**config.mk**
```make
export PLATFORM = sky130hd
export DESIGN_NAME = html_numeric_char_ref_decoder_top
export DESIGN_NICKNAME = d
export VERILOG_FILES = /design/src/rtl/hncr_pkg.sv /design/src/rtl/html_numeric_char_ref_decoder_top.sv
export SDC_FILE = /design/constraint.sdc
export NUM_CORES = 1
export LEC_CHECK = 0
export BUFFER_PORTS_ARGS = -buffer_cell sky130_fd_sc_hd__buf_2
export CAP_MARGIN = 5
export CORE_MARGIN = 10
export CORE_UTILIZATION = 60
export DETAILED_ROUTE_END_ITERATION = 7
export PLACE_DENSITY = 0.92
export SYNTH_ARGS = -nofsm -noshare
export SYNTH_HDL_FRONTEND = slang
export SYNTH_SLANG_ARGS = --single-unit
```
**constraint.sdc**
```tcl
create_clock -name clk -period 6.2 [get_ports clk]
set_clock_uncertainty 0.15 [all_clocks]
set_input_delay 1.86 -clock clk [delete_from_list [all_inputs] [get_ports clk]]
set_output_delay 1.86 -clock clk [all_outputs]
set_load 0.03 [all_outputs]
```
**src/rtl/hncr_pkg.sv**
```systemverilog
// Shared constants, codes and tables for the numeric character reference decoder.
`timescale 1ns / 1ps

package hncr_pkg;

	localparam int CP_W = 21;
	localparam int STATUS_W = 3;
	localparam int DIGIT_W = 4;
	localparam int MUL_W = CP_W + 4;

	localparam logic [STATUS_W-1:0] ST_OK = 3'd0;
	localparam logic [STATUS_W-1:0] ST_REMAPPED = 3'd1;
	localparam logic [STATUS_W-1:0] ST_REPLACED = 3'd2;
	localparam logic [STATUS_W-1:0] ST_DISALLOWED = 3'd3;
	localparam logic [STATUS_W-1:0] ST_NO_DIGITS = 3'd4;
	localparam logic [STATUS_W-1:0] ST_NOT_NUMERIC = 3'd5;
	localparam logic [STATUS_W-1:0] ST_STOP = 3'd6;

	localparam logic [0:0] REG_EXTRA_STOP_ENABLE = 1'd0;
	localparam logic [0:0] REG_EXTRA_STOP_CHAR = 1'd1;

	localparam logic [CP_W-1:0] CP_TAB = 21'h00009;
	localparam logic [CP_W-1:0] CP_LF = 21'h0000A;
	localparam logic [CP_W-1:0] CP_FF = 21'h0000C;
	localparam logic [CP_W-1:0] CP_SPACE = 21'h00020;
	localparam logic [CP_W-1:0] CP_LT = 21'h0003C;
	localparam logic [CP_W-1:0] CP_AMP = 21'h00026;
	localparam logic [CP_W-1:0] CP_HASH = 21'h00023;
	localparam logic [CP_W-1:0] CP_SEMI = 21'h0003B;
	localparam logic [CP_W-1:0] CP_LOWER_X = 21'h00078;
	localparam logic [CP_W-1:0] CP_UPPER_X = 21'h00058;
	localparam logic [CP_W-1:0] CP_DIGIT_0 = 21'h00030;
	localparam logic [CP_W-1:0] CP_DIGIT_9 = 21'h00039;
	localparam logic [CP_W-1:0] CP_LOWER_A = 21'h00061;
	localparam logic [CP_W-1:0] CP_LOWER_F = 21'h00066;
	localparam logic [CP_W-1:0] CP_UPPER_A = 21'h00041;
	localparam logic [CP_W-1:0] CP_UPPER_F = 21'h00046;
	localparam logic [CP_W-1:0] CP_SURR_LO = 21'h0D800;
	localparam logic [CP_W-1:0] CP_SURR_HI = 21'h0DFFF;
	localparam logic [CP_W-1:0] CP_MAX = 21'h10FFFF;
	localparam logic [CP_W-1:0] CP_REPLACEMENT = 21'h0FFFD;
	localparam logic [CP_W-1:0] CP_NONCHAR_LO = 21'h0FDD0;
	localparam logic [CP_W-1:0] CP_NONCHAR_HI = 21'h0FDEF;
	localparam logic [CP_W-1:0] CP_NONCHAR_MASK = 21'h0FFFE;
	localparam logic [CP_W-1:0] CP_DEL = 21'h0007F;
	localparam logic [CP_W-1:0] CP_C1_HI = 21'h0009F;
	localparam logic [CP_W-1:0] ACC_SAT = 21'h110000;

	localparam int REMAP_TABLE_SIZE = 28;

	localparam logic [0:REMAP_TABLE_SIZE-1][7:0] REMAP_FROM = {
		8'h00, 8'h80, 8'h82, 8'h83, 8'h84, 8'h85, 8'h86, 8'h87, 8'h88, 8'h89,
		8'h8A, 8'h8B, 8'h8C, 8'h8E, 8'h91, 8'h92, 8'h93, 8'h94, 8'h95, 8'h96,
		8'h97, 8'h98, 8'h99, 8'h9A, 8'h9B, 8'h9C, 8'h9E, 8'h9F
	};

	localparam logic [0:REMAP_TABLE_SIZE-1][15:0] REMAP_TO = {
		16'hFFFD, 16'h20AC, 16'h201A, 16'h0192, 16'h201E, 16'h2026, 16'h2020,
		16'h2021, 16'h02C6, 16'h2030, 16'h0160, 16'h2039, 16'h0152, 16'h017D,
		16'h2018, 16'h2019, 16'h201C, 16'h201D, 16'h2022, 16'h2013, 16'h2014,
		16'h02DC, 16'h2122, 16'h0161, 16'h203A, 16'h0153, 16'h017E, 16'h0178
	};

	typedef struct packed {
		logic [STATUS_W-1:0] status;
		logic [CP_W-1:0] char_out;
		logic given_back;
		logic missing_semicolon;
	} result_t;

endpackage

```
**src/rtl/html_numeric_char_ref_decoder_top.sv**
```systemverilog
// Top level of the HTML numeric character reference decoder.
`timescale 1ns / 1ps

// The block takes one code point per beat, starting with the one after the ampersand, and
// accepts a new beat every cycle; a beat whose result waits on a stalled output is held in the
// input register until the output register frees. The beat that ends the reference is taken
// into the input register, where the shift-add accumulate and the end-of-number checks run,
// and its result then into the result register. The figure of one beat per cycle is set by
// that single accumulate step, a constant multiply by ten or sixteen built from shifts and
// one add. There is no clearing pass after reset.
module html_numeric_char_ref_decoder_top #(
	parameter int REMAP_ENTRIES = 28
) (
	input  logic        clk,
	input  logic        arst_n,
	input  logic        cfg_wen,
	input  logic [0:0]  cfg_addr,
	input  logic [20:0] cfg_wdata,
	input  logic        s_tvalid,
	output logic        s_tready,
	input  logic [23:0] s_tdata,  // code_point [20:0], zero fill [23:21]
	input  logic        s_tlast,  // end_of_input
	output logic        m_tvalid,
	input  logic        m_tready,
	output logic [23:0] m_tdata,  // char_out [20:0], given_back [21], missing_semicolon [22]
	output logic [2:0]  m_tuser   // status [2:0]
);

	localparam int USED_ENTRIES = (REMAP_ENTRIES < hncr_pkg::REMAP_TABLE_SIZE) ?
		REMAP_ENTRIES : hncr_pkg::REMAP_TABLE_SIZE;

	localparam logic [1:0] PH_START = 2'd0;
	localparam logic [1:0] PH_HASH = 2'd1;
	localparam logic [1:0] PH_DIGITS = 2'd2;

	logic extra_stop_enable_q;
	logic [hncr_pkg::CP_W-1:0] extra_stop_char_q;

	logic valid_s1;
	logic [hncr_pkg::CP_W-1:0] cp_s1;
	logic eoi_s1;

	logic [1:0] phase_q;
	logic hex_q;
	logic [hncr_pkg::CP_W-1:0] accum_q;
	logic seen_q;

	logic out_valid_q;
	hncr_pkg::result_t out_q;

	logic advance;
	logic has_res;
	hncr_pkg::result_t res;
	logic [1:0] phase_d;
	logic hex_d;
	logic [hncr_pkg::CP_W-1:0] accum_d;
	logic seen_d;

	logic hex_eff;
	logic is_dec;
	logic is_hex_lc;
	logic is_hex_uc;
	logic is_digit;
	logic [hncr_pkg::DIGIT_W-1:0] digit;
	logic [hncr_pkg::MUL_W-1:0] scaled;
	logic [hncr_pkg::MUL_W-1:0] nv;
	logic [hncr_pkg::CP_W-1:0] accum_next;
	logic remap_hit;
	logic [hncr_pkg::CP_W-1:0] remap_val;
	logic gb;
	hncr_pkg::result_t fin;

	function automatic logic is_disallowed(input logic [hncr_pkg::CP_W-1:0] v);
		logic r;
		r = 1'b0;
		if (v >= 21'h00001 && v <= 21'h00008) r = 1'b1;
		if (v == 21'h0000B) r = 1'b1;
		if (v >= 21'h0000E && v <= 21'h0001F) r = 1'b1;
		if (v >= hncr_pkg::CP_DEL && v <= hncr_pkg::CP_C1_HI) r = 1'b1;
		if (v >= hncr_pkg::CP_NONCHAR_LO && v <= hncr_pkg::CP_NONCHAR_HI) r = 1'b1;
		if ((v & hncr_pkg::CP_NONCHAR_MASK) == hncr_pkg::CP_NONCHAR_MASK) r = 1'b1;
		return r;
	endfunction

	always_ff @(posedge clk or negedge arst_n) begin
		if (!arst_n) begin
			extra_stop_enable_q <= 1'b0;
			extra_stop_char_q <= '0;
		end else if (cfg_wen) begin
			unique case (cfg_addr)
				hncr_pkg::REG_EXTRA_STOP_ENABLE: extra_stop_enable_q <= cfg_wdata[0];
				hncr_pkg::REG_EXTRA_STOP_CHAR: extra_stop_char_q <= cfg_wdata;
				default: ;
			endcase
		end
	end

	// Digit decoding for the current base; right after '#' the base is decimal.
	always_comb begin
		hex_eff = (phase_q == PH_DIGITS) ? hex_q : 1'b0;
		is_dec = !eoi_s1 && cp_s1 >= hncr_pkg::CP_DIGIT_0 && cp_s1 <= hncr_pkg::CP_DIGIT_9;
		is_hex_lc = !eoi_s1 && hex_eff &&
			cp_s1 >= hncr_pkg::CP_LOWER_A && cp_s1 <= hncr_pkg::CP_LOWER_F;
		is_hex_uc = !eoi_s1 && hex_eff &&
			cp_s1 >= hncr_pkg::CP_UPPER_A && cp_s1 <= hncr_pkg::CP_UPPER_F;
		is_digit = is_dec || is_hex_lc || is_hex_uc;
		digit = is_dec ? cp_s1[3:0] : cp_s1[3:0] + 4'd9;
		scaled = hex_eff ? {accum_q, 4'b0000} :
			({1'b0, accum_q, 3'b000} + {3'b000, accum_q, 1'b0});
		nv = scaled + hncr_pkg::MUL_W'(digit);
		accum_next = (accum_q >= hncr_pkg::ACC_SAT ||
			nv >= hncr_pkg::MUL_W'(hncr_pkg::ACC_SAT)) ? hncr_pkg::ACC_SAT :
			nv[hncr_pkg::CP_W-1:0];
	end

	// Classification of the finished number.
	always_comb begin
		remap_hit = 1'b0;
		remap_val = '0;
		for (int i = 0; i < USED_ENTRIES; i++) begin
			if (!remap_hit && accum_q == hncr_pkg::CP_W'(hncr_pkg::REMAP_FROM[i])) begin
				remap_hit = 1'b1;
				remap_val = hncr_pkg::CP_W'(hncr_pkg::REMAP_TO[i]);
			end
		end
		gb = eoi_s1 || cp_s1 != hncr_pkg::CP_SEMI;
		fin.given_back = gb;
		fin.missing_semicolon = gb;
		if (remap_hit) begin
			fin.status = hncr_pkg::ST_REMAPPED;
			fin.char_out = remap_val;
		end else if ((accum_q >= hncr_pkg::CP_SURR_LO && accum_q <= hncr_pkg::CP_SURR_HI) ||
			accum_q > hncr_pkg::CP_MAX) begin
			fin.status = hncr_pkg::ST_REPLACED;
			fin.char_out = hncr_pkg::CP_REPLACEMENT;
		end else if (is_disallowed(accum_q)) begin
			fin.status = hncr_pkg::ST_DISALLOWED;
			fin.char_out = accum_q;
		end else begin
			fin.status = hncr_pkg::ST_OK;
			fin.char_out = accum_q;
		end
	end

	always_comb begin
		has_res = 1'b0;
		res.status = hncr_pkg::ST_STOP;
		res.char_out = '0;
		res.given_back = 1'b1;
		res.missing_semicolon = 1'b0;
		phase_d = phase_q;
		hex_d = hex_q;
		accum_d = accum_q;
		seen_d = seen_q;
		unique case (phase_q) inside
			PH_HASH, PH_DIGITS: begin
				if (phase_q == PH_HASH && !eoi_s1 &&
					(cp_s1 == hncr_pkg::CP_LOWER_X || cp_s1 == hncr_pkg::CP_UPPER_X)) begin
					hex_d = 1'b1;
					phase_d = PH_DIGITS;
				end else if (is_digit) begin
					hex_d = hex_eff;
					accum_d = accum_next;
					seen_d = 1'b1;
					phase_d = PH_DIGITS;
				end else begin
					has_res = 1'b1;
					if (!seen_q) begin
						res.status = hncr_pkg::ST_NO_DIGITS;
					end else begin
						res = fin;
					end
				end
			end
			default: begin
				if (eoi_s1 || (extra_stop_enable_q && cp_s1 == extra_stop_char_q) ||
					cp_s1 == hncr_pkg::CP_TAB || cp_s1 == hncr_pkg::CP_LF ||
					cp_s1 == hncr_pkg::CP_FF || cp_s1 == hncr_pkg::CP_SPACE ||
					cp_s1 == hncr_pkg::CP_LT || cp_s1 == hncr_pkg::CP_AMP) begin
					has_res = 1'b1;
				end else if (cp_s1 == hncr_pkg::CP_HASH) begin
					phase_d = PH_HASH;
					hex_d = 1'b0;
					accum_d = '0;
					seen_d = 1'b0;
				end else begin
					has_res = 1'b1;
					res.status = hncr_pkg::ST_NOT_NUMERIC;
				end
			end
		endcase
		if (has_res) begin
			phase_d = PH_START;
			hex_d = 1'b0;
			accum_d = '0;
			seen_d = 1'b0;
		end
	end

	assign advance = valid_s1 && (!has_res || !out_valid_q || m_tready);
	assign s_tready = !valid_s1 || advance;

	always_ff @(posedge clk or negedge arst_n) begin
		if (!arst_n) begin
			valid_s1 <= 1'b0;
		end else if (s_tvalid && s_tready) begin
			valid_s1 <= 1'b1;
		end else if (advance) begin
			valid_s1 <= 1'b0;
		end
	end

	always_ff @(posedge clk) begin
		if (s_tvalid && s_tready) begin
			cp_s1 <= s_tdata[hncr_pkg::CP_W-1:0];
			eoi_s1 <= s_tlast;
		end
	end

	always_ff @(posedge clk or negedge arst_n) begin
		if (!arst_n) begin
			phase_q <= PH_START;
			hex_q <= 1'b0;
			accum_q <= '0;
			seen_q <= 1'b0;
		end else if (advance) begin
			phase_q <= phase_d;
			hex_q <= hex_d;
			accum_q <= accum_d;
			seen_q <= seen_d;
		end
	end

	always_ff @(posedge clk or negedge arst_n) begin
		if (!arst_n) begin
			out_valid_q <= 1'b0;
		end else if (advance && has_res) begin
			out_valid_q <= 1'b1;
		end else if (m_tready) begin
			out_valid_q <= 1'b0;
		end
	end

	always_ff @(posedge clk) begin
		if (advance && has_res) begin
			out_q <= res;
		end
	end

	assign m_tvalid = out_valid_q;
	assign m_tuser = out_q.status;
	assign m_tdata = {1'b0, out_q.missing_semicolon, out_q.given_back, out_q.char_out};

endmodule

```
==> flow_summary.toml <==
[floorplanning]
initial_core_util_pct = 61.30
io_pins = 81
coreArea_sq_um = 12060
die_w_um = 131.0
die_h_um = 131.0
rows = 40
design.die.area_sq_um = 17160

[power]
peakVddDrop_v = 0.0002335
p_leak_nw = 3.304
p_total_mw = 1.489
switching_power_mw = 0.4024
switching_share_pct = 27.03
seqPwrFrac_pct = 51.0
clockPowerShare_pct = 38.2
p_comb_share_pct = 10.9
intPower_mw = 1.086
cellPowerDensity_nw_per_um2 = 183.9

[worst_setup_path]
crit_path_cell_trace = "nor4_1 > and4_1 > nor2b_1 > nand3_1 > o21ai_0 > ha_1 > inv_1 > fa_1 > inv_1 > a21oi_1 > nor3_1 > nand2_1 > nor3b_1 > nand2_1 > mux2_2 > o21ai_0 > a211o_1 > o31ai_1"
required_ns = 6.27
critPathLaunch = "cp_s1[18]"
crit_slowest_cell = "a211o_1"
critical_path_arrival_ns = 5.39
timing.rr.start = "cp_s1[18]"
critPathTopFamily = "simple AND/OR/NAND/NOR gates"
critical-path-max-stage-delay_ns = 0.70
worst_setup_path_start_kind = "register"
critPathKind = "reg2reg"
critPathBufInv = 2
end_kind = "register"
cp_max_fo = 19

[logic_synthesis]
ys_async_sr_fraction_pct = 50.52
synth_fp_nets = 899
yosys_warnings = 0
synth_edf_count = 48
synthFlopType = "dfrtp_1"
yosysUniqueCellTypes = 84
netlist_instances = 817
ys_ff_latch = 97
synth-seq-area-share_pct = 36.08
syn_avg_cell_area_sq_um = 9.049
syn-cell-area_sq_um = 7393

[clocking]
post_cts_buffers = 0
numCtsBuffers = 9
root_buffer = "clkbuf_16"
h-tree-depth = 3
clk_path_buf_depth = 2
cts_tree = "done"
hold_buffers = 0
clock-sinks = 97
clk_pin_slew_ns = 0.08
post_cts_resized = 0
clk-insertion-delay-late_ns = 0.37

[layout]
fin_area_sq_um = 8093
fillers = 955
num_antenna_cells = 0
fin_cells = 1032
drive_gt1_share_pct = 18.40
syn_to_final_growth_pct = 9.460
layout.nets = 941

[placed_design]
hpwl_mm = 13.89
place_ws_ns = 1.045
place_inst = 1016
gp_congestion = 0.9777
portBuffers = 76
dpl_cell_area_sq_um = 7796

[timing]
drv_slew = 0
min_period_ns = 5.318
finalSetupViolCount = 0
hold_viol_final = 0
rsz0062_at_grt = "false"
layout_setup_ws_ns = 0.8818
max_slew.worst_pin.slew_ns = 1.071
period_share_pct = 85.78
fmax_ghz = 0.1880
fin_tns_setup_ns = 0
maxSlewHeadroom_pct = 28.52

[hold_path]
min_path_type = "reg2reg"
min_from = "seen_q"

[route]
first_pass_iters = 5
vias_per_cell = 6.364
drt-initial-drc-count = 722
drc = 0
drt-total-wl_mm = 19.26
final_antenna_net_count = 0
vias = 6568
wire_per_inst_um = 18.66

[global_routing]
first_global_vias = 6210
grt_overflow = 0
grt_start_max_net_pins = 50
grtUsageTotal_pct = 22.92
grt_antenna_before_repair = 0
grt_pass1_wl_mm = 31.36

[status]
outcome = "finished clean"

[job]
maxCapViolCount = 0
[tightest hold or removal path: stages (launching register included)]
cell and delay [ns]:
dfrtp_1 0.37, nand2_1 0.05, nand2_1 0.06
[cells in the mapped netlist (all sizes together), types with 17 or more instances]
master,n,area share [%]
o21ai,43,2.9
o31ai,28,3.5
nand3,21,1.4
xnor2,36,4.3
clkbuf,39,2.0
inv,19,0.96
edfxtp,48,19
mux2,27,4.1
dfrtp,49,17
a31oi,17,1.7
nor2,51,2.6
and2,17,1.4
a21oi,43,3.0
ha,28,4.7
nand2,97,4.9
nor3,23,1.6
[registers in the layout, summed over array words and instances (netlist names), 2 cells and up]
register and count:
m_tdata 23, accum_q 21, cp_s1 21, extra_stop_char_q 21, m_tuser 3, phase_q 2
[final timing paths]
| path | depth (start not counted) | to | slack [ns] |
|---|---|---|---|
| worst max-delay path | 18 | accum_q[6] | 0.88 |
| worst min-delay path | 2 | seen_q | 0.36 |
| worst max register to register | 18 | accum_q[6] | 0.88 |
| worst min register to register | 2 | seen_q | 0.36 |
| max in group asynchronous | 2 | accum_q[0] | 4.01 |
| min in group asynchronous | 2 | extra_stop_char_q[20] | 1.45 |
[cells in the final DEF, fill, tap and decap left out, types with 11 or more instances in the layout]
cell / netlist / layout
xnor2_1: 36 / 36
nor2b_1: 11 / 11
buf_2: 3 / 76
nand3_1: 21 / 21
o21ai_0: 41 / 41
and2_1: 15 / 15
edfxtp_1: 48 / 48
inv_1: 19 / 19
a21oi_1: 42 / 42
nor4_1: 14 / 14
ha_1: 28 / 28
o31ai_1: 18 / 18
a31oi_1: 15 / 15
dfrtp_1: 49 / 49
nand2b_1: 13 / 13
a211oi_1: 14 / 14
mux2_2: 27 / 27
nand4_1: 12 / 12
nand2_1: 97 / 97
nor3_1: 23 / 23
xor2_1: 15 / 15
nor2_1: 51 / 51
[cells by family (layout without fill, tap and decap cells)]
group           after synthesis  count (layout)  share of synthesized area, %
simple gates                307             307                         20.93
mux                          36              36                         5.331
xor+xnor                     51              51                         6.042
buf+inv                      72             119                         4.315
other cells                   1               1                       0.05072
fa+ha+maj                    30              30                         5.280
flops                        97              97                         36.08
compound gates              223             223                         21.97
[per-stage QoR]
stage	hold WS (ns)	utilization, %
floorplan	0.3094	-
global placement	0.3417	64.64
detailed placement	0.3437	64.64
CTS	0.3650	67.10
global route	0.3793	67.10
finish	0.3627	67.10
[power groups by stage]
stage	Sequential [mW]	Clock, mW	Combinational [mW]
CTS	0.758	0.574	0.165
finish	0.758	0.568	0.162
global route	0.763	0.599	0.177
global placement	0.767	0	0.158
detailed placement	0.771	0	0.164
floorplan	0.789	0	0.0837
[cell type report]
| class | instances | area (sq um) | area share, % |
|---|---|---|---|
| multi-input combinational | 648 | 4407 | 54.45 |
| clock inverter | 6 | 57.56 | 0.7112 |
| sequential | 97 | 2668 | 32.96 |
| inverter | 19 | 71.32 | 0.8813 |
| tap | 168 | 210.2 | 2.597 |
| clock buffer | 10 | 239.0 | 2.953 |
| timing repair buffer | 84 | 440.4 | 5.442 |
[per-layer routing]
layer	vias to the layer above	global-route usage, %	part of all wire [%]
met1	3078	28.95	41
met2	305	36.50	47
li1	3138	-	-
met3	47	6.366	10
met5	-	0	0
met4	0	8.960	2.4
Note: power is estimated with default switching activity, not from simulation.
